`src/hw/rtl/irq_pending_latch_multiplexer_unit_defines.svh`:
```
// Assertion macros for the interrupt pending register block.
// Used by the top level only; the bodies are empty when SYNTHESIS is defined.
`ifndef IRQ_PENDING_LATCH_MULTIPLEXER_UNIT_DEFINES_SVH
`define IRQ_PENDING_LATCH_MULTIPLEXER_UNIT_DEFINES_SVH
`ifndef SYNTHESIS
`define PLM_ASSERT_IMPL(label, prop, msg) \
    label: assert property (@(posedge i_clk) disable iff (!i_rst_n) prop) else $error(msg);
`define PLM_ASSERT_NEXT(label, cond, prop, msg) \
    label: assert property (@(posedge i_clk) disable iff (!i_rst_n) cond |=> prop) else $error(msg);
`else
`define PLM_ASSERT_IMPL(label, prop, msg)
`define PLM_ASSERT_NEXT(label, cond, prop, msg)
`endif
`endif

```
`src/hw/rtl/plm_pkg.sv`:
```
// Package for the interrupt pending register block: line count, codes and
// the structs passed between the modules. No dependencies.
`default_nettype none
package plm_pkg;
    localparam int NUM_LINES  = 32;
    localparam int LINE_IDX_W = 5;
    localparam int COUNT_W    = 6;
    localparam int MODES_W    = 64;
    localparam int MASK_W     = 32;
    localparam int PEND_W     = 32;
    localparam int CFG_DATA_W = 64;
    localparam int IN_DATA_W  = 40;

    localparam logic CFG_LINE_COUNT = 1'b0;
    localparam logic CFG_LINE_MODES = 1'b1;

    localparam logic [COUNT_W-1:0] LINE_COUNT_RESET = COUNT_W'(32);

    typedef enum logic [1:0] {
        KIND_LEVEL = 2'd0,
        KIND_ACK   = 2'd1,
        KIND_CLEAR = 2'd2
    } t_kind;

    typedef enum logic [1:0] {
        MODE_LEVEL   = 2'd0,
        MODE_RISING  = 2'd1,
        MODE_FALLING = 2'd2,
        MODE_HOLD    = 2'd3
    } t_mode;

    typedef struct packed {
        logic [1:0]            kind;
        logic [LINE_IDX_W-1:0] line;
        logic                  level;
        logic [MASK_W-1:0]     mask_value;
    } t_event;

    typedef struct packed {
        logic [COUNT_W-1:0] line_count;
        logic [MODES_W-1:0] line_modes;
    } t_cfg;
endpackage
`default_nettype wire

```
`src/hw/rtl/plm_cfg_regs.sv`:
```
// Configuration registers of the interrupt pending register block.
// Depends on plm_pkg.
`default_nettype none
module plm_cfg_regs (
    input  wire logic                           i_clk,
    input  wire logic                           i_rst_n,
    input  wire logic                           i_cfg_we,
    input  wire logic                           i_cfg_index,
    input  wire logic [plm_pkg::CFG_DATA_W-1:0] i_cfg_wdata,
    output plm_pkg::t_cfg                       o_cfg
);
    logic [plm_pkg::COUNT_W-1:0] r_line_count;
    logic [plm_pkg::MODES_W-1:0] r_line_modes;

    always_ff @(posedge i_clk) begin
        if (!i_rst_n) begin
            r_line_count <= plm_pkg::LINE_COUNT_RESET;
            r_line_modes <= '0;
        end else if (i_cfg_we) begin
            case (i_cfg_index)
                plm_pkg::CFG_LINE_COUNT: r_line_count <= i_cfg_wdata[plm_pkg::COUNT_W-1:0];
                plm_pkg::CFG_LINE_MODES: r_line_modes <= i_cfg_wdata[plm_pkg::MODES_W-1:0];
                default: ;
            endcase
        end
    end

    assign o_cfg.line_count = r_line_count;
    assign o_cfg.line_modes = r_line_modes;
endmodule
`default_nettype wire

```
`src/hw/rtl/plm_core.sv`:
```
// Line state and event logic: levels, per-line pending bits, summary vector.
// Depends on plm_pkg.
`default_nettype none
module plm_core (
    input  wire logic                       i_clk,
    input  wire logic                       i_rst_n,
    input  wire logic                       i_fire,
    input  wire plm_pkg::t_event            i_event,
    input  wire plm_pkg::t_cfg              i_cfg,
    output logic [plm_pkg::PEND_W-1:0]      o_pending
);
    localparam int N = plm_pkg::NUM_LINES;

    logic [N-1:0] r_levels, n_levels;
    logic [N-1:0] r_line_pend, n_line_pend;
    logic [N-1:0] r_vector, n_vector;
    logic [N-1:0] sel;
    logic [N-1:0] new_pend;
    logic [N-1:0] below;
    logic         line_ok;

    assign line_ok = ({1'b0, i_event.line} < (plm_pkg::LINE_IDX_W + 1)'(N));

    always_comb begin
        for (int i = 0; i < N; i++) begin
            sel[i]   = line_ok && (i_event.line == plm_pkg::LINE_IDX_W'(i));
            // Lines below the count are the ones whose per-line pending bit an acknowledge may clear;
            // a count above the line total covers every line.
            below[i] = (plm_pkg::COUNT_W'(i) < i_cfg.line_count);
            case (plm_pkg::t_mode'(i_cfg.line_modes[2*i +: 2]))
                plm_pkg::MODE_LEVEL:   new_pend[i] = i_event.level;
                plm_pkg::MODE_RISING:  new_pend[i] = r_line_pend[i] |
                                                     (!r_levels[i] && i_event.level);
                plm_pkg::MODE_FALLING: new_pend[i] = r_line_pend[i] |
                                                     (r_levels[i] && !i_event.level);
                default:               new_pend[i] = r_line_pend[i];
            endcase
        end

        n_levels    = r_levels;
        n_line_pend = r_line_pend;
        n_vector    = r_vector;
        case (plm_pkg::t_kind'(i_event.kind))
            plm_pkg::KIND_LEVEL: begin
                n_levels    = (r_levels & ~sel) | (sel & {N{i_event.level}});
                n_line_pend = (r_line_pend & ~sel) | (sel & new_pend);
                n_vector    = (r_vector & ~sel) | (sel & new_pend);
            end
            plm_pkg::KIND_ACK: begin
                n_vector    = r_vector & i_event.mask_value[N-1:0];
                n_line_pend = r_line_pend & (i_event.mask_value[N-1:0] | ~below);
            end
            plm_pkg::KIND_CLEAR: begin
                n_levels    = '0;
                n_line_pend = '0;
                n_vector    = '0;
            end
            default: ;
        endcase
    end

    always_ff @(posedge i_clk) begin
        if (!i_rst_n) begin
            r_levels    <= '0;
            r_line_pend <= '0;
            r_vector    <= '0;
        end else if (i_fire) begin
            r_levels    <= n_levels;
            r_line_pend <= n_line_pend;
            r_vector    <= n_vector;
        end
    end

    assign o_pending = plm_pkg::PEND_W'(n_vector);
endmodule
`default_nettype wire

```
`src/hw/rtl/irq_pending_latch_multiplexer_unit.sv`:
```
// Interrupt pending register over up to 32 lines with per-line trigger modes.
// An accepted word goes to the input register, and its result to the output register.
// Throughput: one word per cycle unless the output stalls; the input register
// takes a new word when it is empty or the output register is empty or drained.
// Reset (synchronous, active low): levels and pending bits cleared, line count
// set to 32, all lines in level mode. Depends on plm_pkg, plm_cfg_regs, plm_core.
`default_nettype none
`include "irq_pending_latch_multiplexer_unit_defines.svh"
module irq_pending_latch_multiplexer_unit (
    input  wire logic                           i_clk,
    input  wire logic                           i_rst_n,
    input  wire logic                           i_s_tvalid,
    output logic                                o_s_tready,
    // tdata from bit 0: line[4:0], level[5], mask_value[37:6], zero fill[39:38].
    input  wire logic [plm_pkg::IN_DATA_W-1:0]  i_s_tdata,
    // tuser: kind[1:0].
    input  wire logic [1:0]                     i_s_tuser,
    output logic                                o_m_tvalid,
    input  wire logic                           i_m_tready,
    // tdata: pending[31:0].
    output logic [plm_pkg::PEND_W-1:0]          o_m_tdata,
    input  wire logic                           i_cfg_we,
    input  wire logic                           i_cfg_index,
    input  wire logic [plm_pkg::CFG_DATA_W-1:0] i_cfg_wdata
);
    plm_pkg::t_cfg                 cfg;
    plm_pkg::t_event               r_event;
    logic                          r_in_valid;
    logic                          r_out_valid;
    logic [plm_pkg::PEND_W-1:0]    r_out_data;
    logic [plm_pkg::PEND_W-1:0]    result;
    logic                          advance;
    logic                          fire;
    logic                          take;

    assign advance    = !r_out_valid || i_m_tready;
    assign fire       = r_in_valid && advance;
    assign o_s_tready = !r_in_valid || advance;
    assign take       = i_s_tvalid && o_s_tready;

    plm_cfg_regs u_cfg (
        .i_clk       (i_clk),
        .i_rst_n     (i_rst_n),
        .i_cfg_we    (i_cfg_we),
        .i_cfg_index (i_cfg_index),
        .i_cfg_wdata (i_cfg_wdata),
        .o_cfg       (cfg)
    );

    plm_core u_core (
        .i_clk     (i_clk),
        .i_rst_n   (i_rst_n),
        .i_fire    (fire),
        .i_event   (r_event),
        .i_cfg     (cfg),
        .o_pending (result)
    );

    always_ff @(posedge i_clk) begin
        if (!i_rst_n) begin
            r_in_valid <= 1'b0;
        end else if (o_s_tready) begin
            r_in_valid <= i_s_tvalid;
        end
    end

    always_ff @(posedge i_clk) begin
        if (take) begin
            r_event.kind       <= i_s_tuser;
            r_event.line       <= i_s_tdata[4:0];
            r_event.level      <= i_s_tdata[5];
            r_event.mask_value <= i_s_tdata[37:6];
        end
    end

    always_ff @(posedge i_clk) begin
        if (!i_rst_n) begin
            r_out_valid <= 1'b0;
        end else if (advance) begin
            r_out_valid <= r_in_valid;
        end
    end

    always_ff @(posedge i_clk) begin
        if (fire) begin
            r_out_data <= result;
        end
    end

    assign o_m_tvalid = r_out_valid;
    assign o_m_tdata  = r_out_data;

    // A blocked word must stay in the input register.
    `PLM_ASSERT_NEXT(a_in_hold, r_in_valid && !advance, r_in_valid, "input word lost while stalled")
    // Every word that leaves the input register shows up as a result.
    `PLM_ASSERT_NEXT(a_fire_out, fire, o_m_tvalid, "result missing after event")
    // A clear event leaves an all-zero summary vector.
    `PLM_ASSERT_NEXT(a_clear_zero, fire && (r_event.kind == plm_pkg::KIND_CLEAR), o_m_tdata == '0, "summary not zero after clear")
    // Input back-pressure only when both registers are occupied.
    `PLM_ASSERT_IMPL(a_ready, !o_s_tready |-> (r_in_valid && r_out_valid), "ready low without a full pipe")
endmodule
`default_nettype wire
```
`config.mk`:
```
export PLATFORM = sky130hd
export DESIGN_NAME = irq_pending_latch_multiplexer_unit
export DESIGN_NICKNAME = d
export VERILOG_FILES = /design/src/hw/rtl/plm_pkg.sv /design/src/hw/rtl/plm_cfg_regs.sv /design/src/hw/rtl/plm_core.sv /design/src/hw/rtl/irq_pending_latch_multiplexer_unit.sv
export VERILOG_INCLUDE_DIRS = /design/src /design/src/hw/rtl
export SDC_FILE = /design/constraint.sdc
export NUM_CORES = 1
export LEC_CHECK = 0
export ABC_AREA = 1
export BUFFER_PORTS_ARGS = -buffer_cell sky130_fd_sc_hd__buf_2
export CORE_UTILIZATION = 60
export CTS_CLUSTER_DIAMETER = 80
export DETAILED_ROUTE_END_ITERATION = 6
export PLACE_DENSITY = 0.8
export RECOVER_POWER = 50
export SYNTH_ARGS = -nofsm -noshare
export SYNTH_HDL_FRONTEND = slang
export SYNTH_SLANG_ARGS = --single-unit
```
`constraint.sdc`:
```
create_clock -name i_clk -period 2.15 [get_ports i_clk]
set_input_delay 0.43 -clock i_clk [delete_from_list [all_inputs] [get_ports i_clk]]
set_output_delay 0.43 -clock i_clk [all_outputs]
set_load 0.1 [all_outputs]
```
After elaboration in Yosys (flattened, before gate mapping)
Cells that the tools add are included.
Word-level totals
  output and inout bits: 34
  input bits: 112
  logic and storage cells: 397
  register bits after elaboration: 240
Operators by class
  equality and inequality tests: 97
  muxes and demuxes: 35
  $lt $le $gt $ge: 32
  bitwise operators: 78
  reduce and logical (&&, ||, !) cells: 143
Operator list (number)
  AND 32 bit: 7
  case mux 32 bit (3 select lines): 2
  OR 32 bit: 4
  < comparator 5 x 6 -> 1 bit (first input constant): 16
  case mux 1 bit (3 select lines): 32
  == test 5 bit (second input constant): 16
  == test 2 x 1 -> 1 bit (second input constant): 33
  == test 2 bit (second input constant): 33
  logical AND 1 bit: 66
  logical NOT 2 bit: 33
  NOT 32 bit: 2
  OR 1 bit: 64
  case mux 32 bit (2 select lines): 1
  < comparator 4 x 6 -> 1 bit (first input constant): 8
  == test 5 x 4 -> 1 bit (second input constant): 8
  logical NOT 1 bit: 35
  < comparator 3 x 6 -> 1 bit (first input constant): 4
  == test 5 x 3 -> 1 bit (second input constant): 4
  < comparator 1 x 6 -> 1 bit (first input constant): 2
  < comparator 2 x 6 -> 1 bit (first input constant): 2
  == test 5 x 2 -> 1 bit (second input constant): 2
  AND reduction 2 bit: 4
  == test 5 x 1 -> 1 bit (second input constant): 1
  logical NOT 5 bit: 1
  4 further kinds: 5

Logic depth before layout (Yosys ltp)
  depth in word-level cells: 7
  mapped depth: 14
  gate-level depth less buffers: 13

Cells and area by module
Synthesis repeated with hierarchy kept, for this count alone.
Unflattened totals
  cells, all modules: 2122
  area total of the unflattened synthesis: 14407.6 um2
By module, submodules not included
  plm_core: times used 1, seq. area each 1921.8 um2, cells each 1714, area each 9482.8 um2
  plm_cfg_regs: times used 1, seq. area each 1401.3 um2, cells each 323, area each 2667.6 um2
  irq_pending_latch_multiplexer_unit: times used 1, seq. area each 2202.1 um2, cells each 85, area each 2257.2 um2

Least setup slack after synthesis
OpenSTA, ideal clock, no wires.
  path type: register to register
  start point: reg r_out_valid (netlist: o_m_tvalid)
  end point: reg r_event[0] (netlist bit) (enable)
  clock period less this slack: 3.239 ns
  required time: 1.712 ns
  library setup time: 0.438 ns
  arrival: 2.801 ns
  path buffers: 0
  setup slack: -1.089 ns
  stages on the path, launching flop included: 4
  cells stage by stage: dfxtp_1 -> nand3_1 -> nand2_1 -> inv_1
Between the ends
  longest elaborated chain between the ends: 4
Ends and longest elaborated chain
  from (decl): RTL line irq_pending_latch_multiplexer_unit.sv:29  | logic r_out_valid;
  from (signal assigned): RTL line irq_pending_latch_multiplexer_unit.sv:80  | r_out_valid <= r_in_valid;
  logical NOT 1 bit: RTL line irq_pending_latch_multiplexer_unit.sv:36  | assign advance = !r_out_valid || i_m_tready;
  logical OR 1 bit: RTL line irq_pending_latch_multiplexer_unit.sv:36
  logical OR 1 bit: RTL line irq_pending_latch_multiplexer_unit.sv:38  | assign o_s_tready = !r_in_valid || advance;
  net o_s_tready: RTL line irq_pending_latch_multiplexer_unit.sv:13  | output logic o_s_tready,
  logical AND 1 bit: RTL line irq_pending_latch_multiplexer_unit.sv:39  | assign take = i_s_tvalid && o_s_tready;
  net take: RTL line irq_pending_latch_multiplexer_unit.sv:34  | logic take;
  to (decl): RTL line irq_pending_latch_multiplexer_unit.sv:27  | plm_pkg::t_event r_event;
The timed path passes the listed nets, and every way through them passes these cells.
A chain may end at the register's enable or synchronous reset.

Worst setup path after layout
  start point: reg r_out_valid (netlist: o_m_tvalid)
  end point: reg r_event[3] (netlist bit) (enable)
Between the ends
  longest elaborated chain between the ends: 4
Ends and longest elaborated chain (RTL line)
  logical NOT 1 bit: irq_pending_latch_multiplexer_unit.sv:36
  logical OR 1 bit: irq_pending_latch_multiplexer_unit.sv:36
  logical OR 1 bit: irq_pending_latch_multiplexer_unit.sv:38
  logical AND 1 bit: irq_pending_latch_multiplexer_unit.sv:39
  net take: irq_pending_latch_multiplexer_unit.sv:34
The timed path passes the listed nets, and every way through them passes these cells.

==> reports/results.tsv <==
stage	metric	value	unit
run_status	outcome	completed	
worst_hold_path	worst hold start	i_s_tdata[10]	
synthesis	area leader, netlist	dfxtp_1	
detailed_routing	DR iter-0 viols	984	
timing	Fin. Hold Viols	0	
timing	slew margin rel.	0.267	
clock_network	Clock Sinks	240	
synthesis	register area share after synthesis	0.394	
critical_path	FF-to-FF Start	o_m_tvalid	
synthesis	post-synth net total	2264	
critical_path	worst path bufs/invs	2	
global_routing	largest net degree at the start of global routing	97	
timing	Final Skew	19.4	ps
critical_path	CP max FO	24	
detailed_routing	routed length per instance	15.6	µm
clock_network	Skew-Pair Late Insertion Delay	540	ps
floorplan	# rows	55	
detailed_routing	Post-Route WL	39000	µm
synthesis	Post-Syn Area	14000	µm²
synthesis	synthesized area per cell	6.84	µm²
critical_path	r2r setup slk	180	ps
floorplan	CORE AREA	22800	µm²
global_routing	antenna violations before repair	0	
pwr	pwr/cell area	710	nW/µm²
final_layout	share of layout cells above drive strength 1	0.108	
global_routing	vias in the first global route	12848	
detailed_routing	DR DRC count	0	
critical_path	Worst EP arrival	2250	ps
worst_hold_path	WHS Path Cells	1	
clock_network	cts repair resizes	0	
timing	TNS Setup	0	ps
critical_path	Reg2Reg Depth	4	
critical_path	RR Endpoint	r_event[3]	
clock_network	Max Root-Sink Buffers	3	
clock_network	Worst-path clk slew	60	ps
clock_network	Inserted Clock Buffers	27	
place	dpl hpwl	27900	µm
floorplan	die height	155	µm
critical_path	CP Cell Sequence	nand3_4 -> nand2_1 -> clkinvlp_2 -> buf_6	
critical_path	Worst path max stage delay	670	ps
synthesis	top-count cell post-synth	nand2_1	
timing	Max Freq	507	MHz
synthesis	synth warn	0	
final_layout	Layout area overhead	13.1	%
worst_hold_path	Min-Delay Path Class	in -> reg	
synthesis	#FFs+latches synth	240	
place	IO buf count	143	
clock_network	Root Buffer	clkbuf_16	
worst_hold_path	Worst Hold End	r_event[4]	
floorplan	Chip Width	155	µm
clock_network	Setup Fix Bufs, Post-CTS	0	
floorplan	initial core utilization	0.616	
job	MaxCap Viol Count	0	
place	placed insts	2457	
detailed_routing	vias per cell	5.38	
detailed_routing	1st-pass router iterations	6	
final_layout	Layout fillers	1942	
clock_network	hold_buf cts	0	
timing	Tcrit/Tclk final	0.917	
critical_path	WP data required	2430	ps
synthesis	Mapped Cells	2052	
floorplan	DIE AREA	24000	µm²
global_routing	Overflow after GRT	0	
detailed_routing	post-route ant nets	0	
timing	RSZ-0062 raised after global routing	no	
clock_network	CTS tree	built	
synthesis	dominant cells by area after synthesis	dfxtp_1, nand2_1, edfxtp_1, ha_1, inv_1	
pwr	Leakage	7.90	nW
synthesis	area share of the largest cell type after synthesis	0.240	
timing	clock period minus worst slack	1970	ps
pwr	Worst VDD drop	0.583	mV
final_layout	Final nets	2385	
critical_path	cell at the slowest stage of the critical path	clkinvlp_2	
synthesis	Yosys cell types	27	
global_routing	first-pass GRT wire length	61700	µm
critical_path	CP Launch Type	flop	
clock_network	H-Tree Depth	1	
synthesis	Post-synth EDFFs	72	
place	Placer Congestion	0.974	
detailed_routing	DR vias	13490	
timing	final-report max-slew violation count	0	
critical_path	CP delay by family, top	buffers and inverters	
synthesis	most frequent cells after synthesis	nand2_1, inv_1, nor2_1	
timing	Setup violations, final	0	
global_routing	Total GRT Usage	0.327	
critical_path	CP endpoint kind	flop	
synthesis	Async SR Flop Fraction	0	
timing	Worst-Margin Slew	1100	ps
synthesis	Top FF cell, synth	dfxtp_1	
critical_path	critical path type	reg -> reg	
final_layout	fin cells	2507	
final_layout	ANT cells	0	
floorplan	# IOs	146	
-- how the worst max path moves through the flow --
stage                start  depth (start not counted)                   to  slack, ps
3_3_place_gp   r_event[34]                          9  u_core.r_vector[24]        340
5_1_grt        r_event[38]                          6  u_core.r_levels[18]         30
4_1_cts        r_event[34]                          9   u_core.r_vector[8]        300
3_5_place_dp   r_event[34]                          9  u_core.r_vector[24]        330
6_report        o_m_tvalid                          4           r_event[3]        180
2_1_floorplan   o_m_tvalid                          3           r_event[0]         60
-- worst register-to-register path, delay by kind of cell (launching register included) --
kind          cells  cell delay [ps]
buf+inv           2             1130
flops             1              390
simple gates      2              180
-- per-stage QoR --
step                hold slack (ps)  cell area [µm²]  utilization  total power [mW]  worst slack [ps]
finish                         56.5            15900        0.697              11.3               179
floorplan                       439            14100            -              6.49              56.0
detailed placement              453            15100        0.664              7.06               327
CTS                            47.6            15900        0.700              11.3               304
global route                   46.4            15900        0.697              11.7              29.6
global placement                447            15100        0.664              6.99               339
-- layout make-up --
cell class                      instances  area [µm²]  area share
Multi-Input combinational cell       1399        6890       0.434
Sequential cell                       240        5530       0.348
Inverter                              330        1240      0.0781
Timing Repair Buffer                  175        1030      0.0646
Clock buffer                           39         721      0.0454
Tap cell                              313         392      0.0247
Clock inverter                         11        81.3     0.00512
-- cell usage in the layout (no fill, tap or decap), types with 9 or more instances in the layout --
cell / count
clkbuf_1: 17
o21ai_0: 109
dfxtp_1: 168
clkbuf_16: 27
nand3b_1: 12
inv_2: 9
nor2_1: 195
o21ai_1: 10
edfxtp_1: 72
buf_2: 140
nand2_1: 599
inv_1: 319
ha_1: 100
a21oi_1: 130
nor2_2: 21
a211oi_1: 10
nor3_1: 46
nand3_1: 144
buf_4: 18
-- cells by family (layout without fill, tap and decap cells) --
family | Yosys count | count (layout) | share of synthesized area
adders and majority gates | 100 | 100 | 0.0892
buffers and inverters | 413 | 555 | 0.116
AOI/OAI and AO/OA | 271 | 271 | 0.100
DFF | 240 | 240 | 0.394
and+or+nand+nor | 1028 | 1028 | 0.301
-- power by group --
| group | switching, mW | internal [mW] | total (mW) |
|---|---|---|---|
| Combinational | 1.32 | 0.579 | 1.90 |
| Clock | 1.85 | 2.44 | 4.29 |
| Sequential | 0.170 | 4.92 | 5.09 |
| Total | 3.34 | 7.94 | 11.3 |
-- routing by layer --
metal | global-route usage | vias to the layer above | routed length [µm]
met4 | 0.256 | 0 | 3230
li1 | - | 6670 | -
met3 | 0.0354 | 169 | 2320
met2 | 0.585 | 549 | 19200
met5 | 0 | - | 0
met1 | 0.355 | 6102 | 14300
(Power assumes the default switching activity.)
